## config.mk

```make
export PLATFORM = sky130hd
export DESIGN_NAME = lte_two_port_precoder_flat
export DESIGN_NICKNAME = d
export VERILOG_FILES = /design/src/design/lte2p_pkg.sv /design/src/design/lte2p_in_if.sv /design/src/design/lte2p_out_if.sv /design/src/design/lte_two_port_precoder.sv /design/src/flat_wrapper.sv
export SDC_FILE = /design/constraint.sdc
export NUM_CORES = 2
export LEC_CHECK = 0
export ABC_CLOCK_PERIOD_IN_PS = 42100
export BUFFER_PORTS_ARGS = -buffer_cell sky130_fd_sc_hd__buf_4
export CAP_MARGIN = 0
export CORE_ASPECT_RATIO = 0.6
export CORE_MARGIN = 2
export CORE_UTILIZATION = 25
export DETAILED_ROUTE_END_ITERATION = 16
export PLACE_DENSITY_LB_ADDON = 0.25
export SLEW_MARGIN = 20
export SYNTH_ARGS = -nofsm -noshare
export SYNTH_HDL_FRONTEND = slang
export SYNTH_SLANG_ARGS = --single-unit
export TNS_END_PERCENT = 5
```

## constraint.sdc

```tcl
create_clock -name clk -period 42.1 [get_ports clk]
set_clock_uncertainty 0.2 [all_clocks]
set_input_delay 12.63 -clock clk [delete_from_list [all_inputs] [get_ports clk]]
set_output_delay 12.63 -clock clk [all_outputs]
set_load 0.05 [all_outputs]
```

## src/design/lte2p_pkg.sv

```systemverilog
package lte2p_pkg;

  localparam int SAMPLE_W = 16;
  localparam int ADDR_W   = 4;
  localparam int DATA_W   = 32;

  typedef logic signed [SAMPLE_W-1:0] sample_t;

  // register map, index = paddr[3:2]
  typedef enum logic [1:0] {
    REG_ANT    = 2'd0,
    REG_SCHEME = 2'd1,
    REG_LAYERS = 2'd2
  } reg_idx_t;

  localparam logic [1:0] ANT_ONE      = 2'd1;
  localparam logic [1:0] ANT_TWO      = 2'd2;
  localparam logic [1:0] SCHEME_OTHER = 2'd0;
  localparam logic [1:0] SCHEME_CDD   = 2'd1;
  localparam logic [1:0] SCHEME_SFBC  = 2'd2;
  localparam logic [2:0] LAYERS_ONE   = 3'd1;
  localparam logic [2:0] LAYERS_TWO   = 3'd2;

  // 1/sqrt2 in Q15, truncated
  localparam logic signed [31:0] INV_SQRT2     = 32'sd23170;
  localparam logic signed [31:0] NEG_INV_SQRT2 = -32'sd23170;

  typedef enum logic [1:0] {
    MODE_NONE,
    MODE_ONE,
    MODE_CDD,
    MODE_SFBC
  } mode_t;

  typedef struct packed {
    sample_t port0_real;
    sample_t port0_imag;
    sample_t port1_real;
    sample_t port1_imag;
    logic    last_of_run;
    logic    end_of_block_out;
  } result_t;

  // floor(c * x / 2^15), low 16 bits
  function automatic sample_t scale_q15(sample_t x, logic signed [31:0] c);
    logic signed [31:0] prod;
    prod = 32'(x) * c;
    return prod[30:15];
  endfunction

endpackage

```

## src/design/lte2p_in_if.sv

```systemverilog
interface lte2p_in_if;
  logic                valid;
  logic                ready;
  lte2p_pkg::sample_t  layer0_real;
  lte2p_pkg::sample_t  layer0_imag;
  lte2p_pkg::sample_t  layer1_real;
  lte2p_pkg::sample_t  layer1_imag;
  logic                odd_index;
  logic                block_end;

  modport source (
    output valid, layer0_real, layer0_imag, layer1_real, layer1_imag, odd_index, block_end,
    input  ready
  );
  modport sink (
    input  valid, layer0_real, layer0_imag, layer1_real, layer1_imag, odd_index, block_end,
    output ready
  );
endinterface

```

## src/design/lte2p_out_if.sv

```systemverilog
interface lte2p_out_if;
  logic                valid;
  logic                ready;
  lte2p_pkg::sample_t  port0_real;
  lte2p_pkg::sample_t  port0_imag;
  lte2p_pkg::sample_t  port1_real;
  lte2p_pkg::sample_t  port1_imag;
  logic                last_of_run;
  logic                end_of_block_out;

  modport source (
    output valid, port0_real, port0_imag, port1_real, port1_imag, last_of_run,
           end_of_block_out,
    input  ready
  );
  modport sink (
    input  valid, port0_real, port0_imag, port1_real, port1_imag, last_of_run,
           end_of_block_out,
    output ready
  );
endinterface

```

## src/design/lte_two_port_precoder.sv

```systemverilog
// A request passes stages 1, 2 and 3, then the output register, on its way to out_ch.
// Throughput: one request per cycle for one-port and large-delay CDD while out_ch does not
// stall; a transmit diversity request holds the pipe until both of its results have entered
// the output register, which takes one result a cycle unless out_ch stalls. Requests under
// an unsupported setting are dropped at entry. Reset (rst_n low, synchronous): empty all
// stages, set antenna_ports 1, tx_scheme 0, layer_count 1.
module lte_two_port_precoder (
  input  logic                              clk,
  input  logic                              rst_n,
  lte2p_in_if.sink                          in_ch,
  lte2p_out_if.source                       out_ch,
  input  logic                              psel,
  input  logic                              penable,
  input  logic                              pwrite,
  input  logic [lte2p_pkg::ADDR_W-1:0]      paddr,
  input  logic [lte2p_pkg::DATA_W-1:0]      pwdata,
  output logic [lte2p_pkg::DATA_W-1:0]      prdata,
  output logic                              pready
);

  // Entry stage payload: decoded mode plus the raw symbols.
  typedef struct packed {
    lte2p_pkg::mode_t   mode;
    logic               odd;
    logic               eob;
    lte2p_pkg::sample_t r0;
    lte2p_pkg::sample_t i0;
    lte2p_pkg::sample_t r1;
    lte2p_pkg::sample_t i1;
  } entry_t;

  // After the multiply stage: raw symbols plus the six 1/sqrt2 products.
  typedef struct packed {
    entry_t             base;
    lte2p_pkg::sample_t s_r0;
    lte2p_pkg::sample_t s_i0;
    lte2p_pkg::sample_t s_r1;
    lte2p_pkg::sample_t s_i1;
    lte2p_pkg::sample_t n_r1;
    lte2p_pkg::sample_t n_i0;
  } scaled_t;

  // ---------------------------------------------------------------------------
  // Configuration registers
  // ---------------------------------------------------------------------------
  logic [1:0] ant_r,    ant_nxt;
  logic [1:0] scheme_r, scheme_nxt;
  logic [2:0] layers_r, layers_nxt;
  logic       cfg_wr;
  lte2p_pkg::reg_idx_t cfg_idx;

  assign pready = 1'b1;
  assign cfg_wr = psel && penable && pwrite && pready;
  assign cfg_idx = lte2p_pkg::reg_idx_t'(paddr[3:2]);

  // Write the addressed register; ignore addresses past the map.
  always_comb begin
    ant_nxt    = ant_r;
    scheme_nxt = scheme_r;
    layers_nxt = layers_r;
    if (cfg_wr) begin
      unique case (cfg_idx)
        lte2p_pkg::REG_ANT:    ant_nxt    = pwdata[1:0];
        lte2p_pkg::REG_SCHEME: scheme_nxt = pwdata[1:0];
        lte2p_pkg::REG_LAYERS: layers_nxt = pwdata[2:0];
        default: ;
      endcase
    end
  end

  always_comb begin
    unique case (cfg_idx)
      lte2p_pkg::REG_ANT:    prdata = {30'd0, ant_r};
      lte2p_pkg::REG_SCHEME: prdata = {30'd0, scheme_r};
      lte2p_pkg::REG_LAYERS: prdata = {29'd0, layers_r};
      default:               prdata = '0;
    endcase
  end

  // ---------------------------------------------------------------------------
  // Mode decode at entry. The user must keep the setting static while requests are in
  // flight; the block does not enforce it. Decode once and carry the mode down the pipe.
  // ---------------------------------------------------------------------------
  lte2p_pkg::mode_t mode_in;

  always_comb begin
    priority if (ant_r == lte2p_pkg::ANT_ONE) begin
      mode_in = lte2p_pkg::MODE_ONE;
    end else if (ant_r == lte2p_pkg::ANT_TWO && layers_r == lte2p_pkg::LAYERS_TWO &&
                 scheme_r == lte2p_pkg::SCHEME_CDD) begin
      mode_in = lte2p_pkg::MODE_CDD;
    end else if (ant_r == lte2p_pkg::ANT_TWO && layers_r == lte2p_pkg::LAYERS_TWO &&
                 scheme_r == lte2p_pkg::SCHEME_SFBC) begin
      mode_in = lte2p_pkg::MODE_SFBC;
    end else begin
      mode_in = lte2p_pkg::MODE_NONE;
    end
  end

  // ---------------------------------------------------------------------------
  // Pipeline control. All three stages advance together whenever the last
  // stage is empty or hands over its final result this cycle; a stall freezes
  // every stage in place, so nothing is lost or repeated.
  // ---------------------------------------------------------------------------
  logic    v1_r, v1_nxt;
  logic    v2_r, v2_nxt;
  logic    v3_r, v3_nxt;
  logic    phase_r, phase_nxt;   // 1 while the second transmit diversity result waits
  logic    out_v_r, out_v_nxt;
  entry_t  s1_r, s1_nxt;
  scaled_t s2_r, s2_nxt;
  scaled_t s3_r, s3_nxt;
  lte2p_pkg::result_t out_r, out_nxt;

  logic    adv;
  logic    in_accept;
  logic    out_load;
  logic    s3_last;
  lte2p_pkg::result_t res_sel;

  // Stage 3 is done after its only result, or after the second of a pair.
  assign s3_last  = (s3_r.base.mode != lte2p_pkg::MODE_SFBC) || phase_r;
  // Load the output register when it is empty or being drained.
  assign out_load = v3_r && (!out_v_r || out_ch.ready);
  assign adv      = !v3_r || (out_load && s3_last);

  // Hold off requests while reset is applied.
  assign in_ch.ready = adv && rst_n;
  assign in_accept   = in_ch.valid && adv;

  always_comb begin
    v1_nxt    = v1_r;
    v2_nxt    = v2_r;
    v3_nxt    = v3_r;
    phase_nxt = phase_r;
    if (adv) begin
      // Drop requests under an unsupported setting right here.
      v1_nxt = in_accept && (mode_in != lte2p_pkg::MODE_NONE);
      v2_nxt = v1_r;
      v3_nxt = v2_r;
    end
    if (out_load) begin
      phase_nxt = !s3_last;
    end
    out_v_nxt = out_load ? 1'b1 : (out_ch.ready ? 1'b0 : out_v_r);
  end

  // ---------------------------------------------------------------------------
  // Stage 1: capture the request.
  // ---------------------------------------------------------------------------
  always_comb begin
    s1_nxt = s1_r;
    if (adv) begin
      s1_nxt.mode = mode_in;
      s1_nxt.odd  = in_ch.odd_index;
      s1_nxt.eob  = in_ch.block_end;
      s1_nxt.r0   = in_ch.layer0_real;
      s1_nxt.i0   = in_ch.layer0_imag;
      s1_nxt.r1   = in_ch.layer1_real;
      s1_nxt.i1   = in_ch.layer1_imag;
    end
  end

  // ---------------------------------------------------------------------------
  // Stage 2: constant multiplies by +/- 1/sqrt2, keep bits [30:15].
  // ---------------------------------------------------------------------------
  always_comb begin
    s2_nxt = s2_r;
    if (adv) begin
      s2_nxt.base = s1_r;
      s2_nxt.s_r0 = lte2p_pkg::scale_q15(s1_r.r0, lte2p_pkg::INV_SQRT2);
      s2_nxt.s_i0 = lte2p_pkg::scale_q15(s1_r.i0, lte2p_pkg::INV_SQRT2);
      s2_nxt.s_r1 = lte2p_pkg::scale_q15(s1_r.r1, lte2p_pkg::INV_SQRT2);
      s2_nxt.s_i1 = lte2p_pkg::scale_q15(s1_r.i1, lte2p_pkg::INV_SQRT2);
      s2_nxt.n_r1 = lte2p_pkg::scale_q15(s1_r.r1, lte2p_pkg::NEG_INV_SQRT2);
      s2_nxt.n_i0 = lte2p_pkg::scale_q15(s1_r.i0, lte2p_pkg::NEG_INV_SQRT2);
    end
  end

  // Stage 3 just holds stage 2's word until its results are out.
  assign s3_nxt = adv ? s2_r : s3_r;

  // ---------------------------------------------------------------------------
  // Result select from stage 3: CDD halving adds, transmit diversity products, or layer 0 for one port.
  // ---------------------------------------------------------------------------
  lte2p_pkg::sample_t hr0, hi0, hr1, hi1;

  assign hr0 = s3_r.base.r0 >>> 1;
  assign hi0 = s3_r.base.i0 >>> 1;
  assign hr1 = s3_r.base.r1 >>> 1;
  assign hi1 = s3_r.base.i1 >>> 1;

  always_comb begin
    res_sel.port0_real       = s3_r.base.r0;
    res_sel.port0_imag       = s3_r.base.i0;
    res_sel.port1_real       = '0;
    res_sel.port1_imag       = '0;
    res_sel.last_of_run      = 1'b1;
    res_sel.end_of_block_out = s3_r.base.eob;
    unique case (s3_r.base.mode)
      lte2p_pkg::MODE_CDD: begin
        // Sum on port 0; difference on port 1, order swapped on odd index.
        res_sel.port0_real = hr0 + hr1;
        res_sel.port0_imag = hi0 + hi1;
        res_sel.port1_real = s3_r.base.odd ? hr1 - hr0 : hr0 - hr1;
        res_sel.port1_imag = s3_r.base.odd ? hi1 - hi0 : hi0 - hi1;
      end
      lte2p_pkg::MODE_SFBC: begin
        if (!phase_r) begin
          // First of the pair: x0 and -conj(x1).
          res_sel.port0_real       = s3_r.s_r0;
          res_sel.port0_imag       = s3_r.s_i0;
          res_sel.port1_real       = s3_r.n_r1;
          res_sel.port1_imag       = s3_r.s_i1;
          res_sel.last_of_run      = 1'b0;
          res_sel.end_of_block_out = 1'b0;
        end else begin
          // Second of the pair: x1 and conj(x0).
          res_sel.port0_real = s3_r.s_r1;
          res_sel.port0_imag = s3_r.s_i1;
          res_sel.port1_real = s3_r.s_r0;
          res_sel.port1_imag = s3_r.n_i0;
        end
      end
      default: ;  // one port: pass layer 0 through
    endcase
  end

  assign out_nxt = out_load ? res_sel : out_r;

  // ---------------------------------------------------------------------------
  // Registers
  // ---------------------------------------------------------------------------
  always_ff @(posedge clk) begin
    if (!rst_n) begin
      ant_r    <= lte2p_pkg::ANT_ONE;
      scheme_r <= lte2p_pkg::SCHEME_OTHER;
      layers_r <= lte2p_pkg::LAYERS_ONE;
      v1_r     <= 1'b0;
      v2_r     <= 1'b0;
      v3_r     <= 1'b0;
      phase_r  <= 1'b0;
      out_v_r  <= 1'b0;
    end else begin
      ant_r    <= ant_nxt;
      scheme_r <= scheme_nxt;
      layers_r <= layers_nxt;
      v1_r     <= v1_nxt;
      v2_r     <= v2_nxt;
      v3_r     <= v3_nxt;
      phase_r  <= phase_nxt;
      out_v_r  <= out_v_nxt;
    end
  end

  always_ff @(posedge clk) begin
    s1_r  <= s1_nxt;
    s2_r  <= s2_nxt;
    s3_r  <= s3_nxt;
    out_r <= out_nxt;
  end

  // ---------------------------------------------------------------------------
  // Output channel
  // ---------------------------------------------------------------------------
  assign out_ch.valid            = out_v_r;
  assign out_ch.port0_real       = out_r.port0_real;
  assign out_ch.port0_imag       = out_r.port0_imag;
  assign out_ch.port1_real       = out_r.port1_real;
  assign out_ch.port1_imag       = out_r.port1_imag;
  assign out_ch.last_of_run      = out_r.last_of_run;
  assign out_ch.end_of_block_out = out_r.end_of_block_out;

endmodule

```

## src/flat_wrapper.sv

```systemverilog
// flat-port wrapper written by rule: the top's interface ports become plain ports
module lte_two_port_precoder_flat 
  (clk, rst_n, psel, penable, pwrite, paddr, pwdata, prdata, pready, in_ch_valid, in_ch_layer0_real, in_ch_layer0_imag, in_ch_layer1_real, in_ch_layer1_imag, in_ch_odd_index, in_ch_block_end, in_ch_ready, out_ch_valid, out_ch_port0_real, out_ch_port0_imag, out_ch_port1_real, out_ch_port1_imag, out_ch_last_of_run, out_ch_end_of_block_out, out_ch_ready);
  lte2p_in_if in_ch_i ();
  lte2p_out_if out_ch_i ();
  input  logic clk;
  input  logic rst_n;
  input  logic psel;
  input  logic penable;
  input  logic pwrite;
  input  logic [lte2p_pkg::ADDR_W-1:0] paddr;
  input  logic [lte2p_pkg::DATA_W-1:0] pwdata;
  output logic [lte2p_pkg::DATA_W-1:0] prdata;
  output logic pready;
  input wire logic [$bits(in_ch_i.valid)-1:0] in_ch_valid;
  input wire logic [$bits(in_ch_i.layer0_real)-1:0] in_ch_layer0_real;
  input wire logic [$bits(in_ch_i.layer0_imag)-1:0] in_ch_layer0_imag;
  input wire logic [$bits(in_ch_i.layer1_real)-1:0] in_ch_layer1_real;
  input wire logic [$bits(in_ch_i.layer1_imag)-1:0] in_ch_layer1_imag;
  input wire logic [$bits(in_ch_i.odd_index)-1:0] in_ch_odd_index;
  input wire logic [$bits(in_ch_i.block_end)-1:0] in_ch_block_end;
  output wire logic [$bits(in_ch_i.ready)-1:0] in_ch_ready;
  output wire logic [$bits(out_ch_i.valid)-1:0] out_ch_valid;
  output wire logic [$bits(out_ch_i.port0_real)-1:0] out_ch_port0_real;
  output wire logic [$bits(out_ch_i.port0_imag)-1:0] out_ch_port0_imag;
  output wire logic [$bits(out_ch_i.port1_real)-1:0] out_ch_port1_real;
  output wire logic [$bits(out_ch_i.port1_imag)-1:0] out_ch_port1_imag;
  output wire logic [$bits(out_ch_i.last_of_run)-1:0] out_ch_last_of_run;
  output wire logic [$bits(out_ch_i.end_of_block_out)-1:0] out_ch_end_of_block_out;
  input wire logic [$bits(out_ch_i.ready)-1:0] out_ch_ready;
  assign in_ch_i.valid = in_ch_valid;
  assign in_ch_i.layer0_real = in_ch_layer0_real;
  assign in_ch_i.layer0_imag = in_ch_layer0_imag;
  assign in_ch_i.layer1_real = in_ch_layer1_real;
  assign in_ch_i.layer1_imag = in_ch_layer1_imag;
  assign in_ch_i.odd_index = in_ch_odd_index;
  assign in_ch_i.block_end = in_ch_block_end;
  assign in_ch_ready = in_ch_i.ready;
  assign out_ch_valid = out_ch_i.valid;
  assign out_ch_port0_real = out_ch_i.port0_real;
  assign out_ch_port0_imag = out_ch_i.port0_imag;
  assign out_ch_port1_real = out_ch_i.port1_real;
  assign out_ch_port1_imag = out_ch_i.port1_imag;
  assign out_ch_last_of_run = out_ch_i.last_of_run;
  assign out_ch_end_of_block_out = out_ch_i.end_of_block_out;
  assign out_ch_i.ready = out_ch_ready;
  lte_two_port_precoder u_core (.clk(clk), .rst_n(rst_n), .in_ch(in_ch_i), .out_ch(out_ch_i), .psel(psel), .penable(penable), .pwrite(pwrite), .paddr(paddr), .pwdata(pwdata), .prdata(prdata), .pready(pready));
endmodule
```

==> results.cfg <==
[status]
outcome = finished, final reports clean

[worst_setup_path]
start_kind = input pin
cpPeakStageDelay_ps = 510
crit_type = input pin to primary output
path_delay_family = buffers and inverters
path_cells = buf_4 > nor2b_1 > nand2b_1 > o21a_1 > inv_8 > and2_1 > buf_4
cp.required_ps = 29270
r2r-end = u_core.s2_r[11]
worst-path-buf-inv = 3
end_kind = primary output
cp_max_fo = 80
cp_data_arrival_time_ps = 14210
reg2regPathDepth = 21
slowest_stage = inv_8
r2r-start = u_core.s1_r[38]
r2r_slack_ps = 34790
cp_common_cell = buf_4

[timing]
max_freq_mhz = 36.98
rsz0062_at_grt = false
slew_headroom_pct = 22.18
fin_crit_sh_pct = 64.24
finalHoldViolations = 0
fin_crit_ps = 27040
slew_violations = 0
setup_viol_count_final = 0
tightest_slew_ps = 1160
fin_setup_tns_ps = 0
fin_ws_ps = 15060

[floorplanning]
initial_core_util_pct = 25.19
die_w_um = 542.4
fp-row-count = 118
fp.dieH_um = 327.0
io_pins = 210
coreArea_sq_mm = 0.1726
die_area_sq_mm = 0.1774

[final_layout]
final_area_sq_mm = 0.04918
seq_area_sq_mm = 0.01400
drive_above_1_share_pct = 7.735
final_nets = 5276
syn_to_final_growth_pct = 13.12
final_common_cell = inv_1
fill_cells = 17950
multi_input_comb_area_sq_mm = 0.02562
final_cell_mix = 935 x inv_1, 766 x ha_1, 458 x edfxtp_1
stdcell_count = 6277

[synthesis]
netlist_area_sq_mm = 0.04348
synth_area_per_cell_sq_um = 11.54
synthCells = 3767
yosysSeqAreaShare_pct = 32.19
synth_warnings = 0
synth.distinct_cells = 66
ys.flop_type = edfxtp_1
synthArstFlopShare_pct = 0
synth-edff-count = 458
ys_ff_latch = 470

[drt]
routed_via_density = 4.129
drc = 0
routed_wl_um = 110800
drt_first_pass_iters = 5
avgRoutedWirePerCell_um = 17.65
drtIter0Drc = 1619
ant_nets = 0
num_vias = 25920

[placed_design]
gp_congestion = 0.8384
portBuffers = 148
place_hpwl_um = 88930
dpl_cell_area_sq_mm = 0.04741
post-place-ws_ps = 14980
dpl.cell_count = 6177

[clock_tree]
cts_root_buf = clkbuf_16
postCtsSetupRepairBufs = 0
hold_buffers = 0
clk_pin_slew_ps = 60
clkLatencyLatePin_ps = 680
numCtsBuffers = 53
cts_resized = 0
cts_max_path_buffers = 3
clkSinkCount = 470
tritoncts = built
htreeDepth = 2

[hold_path]
hold-path-endpoint = u_core.s2_r[161]
hp-class = flip-flop to flip-flop
min_from = u_core.s1_r[65]
hold_depth = 0

[global_route]
overflow = 0
grt_usage_pct = 12.76
antenna_found_initial = 6
grt_max_degree = 81
grt_pass1_wl_um = 170100
grt_pass1_vias = 27060

[job]
maxCapViolCount = 0
[metal layers]
layer,GRT usage (%),up-vias,part of all wire (%)
met4,2.180,0,1.6
met2,17.70,395,39
met3,2.541,78,5.1
met1,20.23,12730,54
met5,0,-,0
li1,-,12710,-
[layout make-up]
class / instances / share of cell area, %
multi-input combinational: 2301 / 52.09
clock buffer: 58 / 2.735
clock inverter: 39 / 0.8167
antenna: 2 / 0.01018
timing repair buffer: 189 / 2.910
tap: 2280 / 5.801
inverter: 938 / 7.180
sequential: 470 / 28.46
[cell usage after synthesis (all sizes together) (8+ instances only)]
library cell / instances / area share, %
nor2: 117 / 1.0
ha: 766 / 22
clkbuf: 39 / 0.34
edfxtp: 458 / 32
dfxtp: 12 / 0.55
a31oi: 11 / 0.16
o21a: 24 / 0.41
o21ai: 80 / 0.92
or2: 10 / 0.14
a21boi: 9 / 0.16
o22ai: 14 / 0.20
a21oi: 109 / 1.3
nor3: 25 / 0.29
xor2: 57 / 1.1
nand4: 11 / 0.16
nor2b: 42 / 0.60
a221o: 8 / 0.18
o31ai: 10 / 0.17
a21o: 31 / 0.54
mux2i: 78 / 1.8
o211ai: 25 / 0.44
xnor2: 100 / 2.0
inv: 937 / 8.1
nand2: 99 / 0.85
nand3: 23 / 0.26
nand2b: 15 / 0.22
mux2: 15 / 0.39
a211oi: 34 / 0.59
fa: 448 / 21
buf: 47 / 0.70
and3: 10 / 0.14
o21bai: 18 / 0.31
[worst max-delay path by stage]
| stage | cells after the start | start | to | slack, ps |
|---|---|---|---|---|
| after floorplan | 5 | out_ch_ready | in_ch_ready | 7550 |
| after global placement | 7 | out_ch_ready | in_ch_ready | 14970 |
| after detailed placement | 7 | out_ch_ready | in_ch_ready | 14980 |
| after CTS | 7 | out_ch_ready | in_ch_ready | 14980 |
| after global routing | 7 | out_ch_ready | in_ch_ready | 14910 |
| final | 7 | out_ch_ready | in_ch_ready | 15060 |
[flip-flops by register name, summed over array words and instances, names as in the netlist, 2 cells and up]
register,count
u_core.hi1,15
u_core.out_ch.port1_real,16
u_core.ant_r,2
u_core.scheme_r,2
u_core.hr0,15
u_core.out_ch.port0_imag,16
u_core.s3_r,102
u_core.s2_r,162
u_core.hr1,15
u_core.out_ch.port1_imag,16
u_core.layers_r,3
u_core.s1_r,68
u_core.out_ch.port0_real,16
u_core.hi0,15
[logic make-up (layout without fill, tap and decap cells)]
| logic type | after synthesis | in the layout | synth area share [%] |
|---|---|---|---|
| AOI/OAI and AO/OA | 425 | 425 | 6.478 |
| xor gates and xnor gates | 157 | 157 | 3.163 |
| adders and majority gates | 1214 | 1214 | 42.67 |
| buffers and inverters | 1024 | 1224 | 9.137 |
| DFF | 470 | 470 | 32.19 |
| muxes | 93 | 93 | 2.184 |
| other | 2 | 32 | 0.01727 |
| and+or+nand+nor | 382 | 382 | 4.161 |
[through the flow]
stage	util (%)	hold WS [ps]
2_1_floorplan	-	200.3
3_3_place_gp	27.47	201.2
3_5_place_dp	27.47	204.5
4_1_cts	28.48	196.8
5_1_grt	28.49	215.6
6_report	28.49	206.1
Power is left out: the tool's default activity adds up to more than one toggle a clock period on the data nets, which glitch-free logic cannot reach.
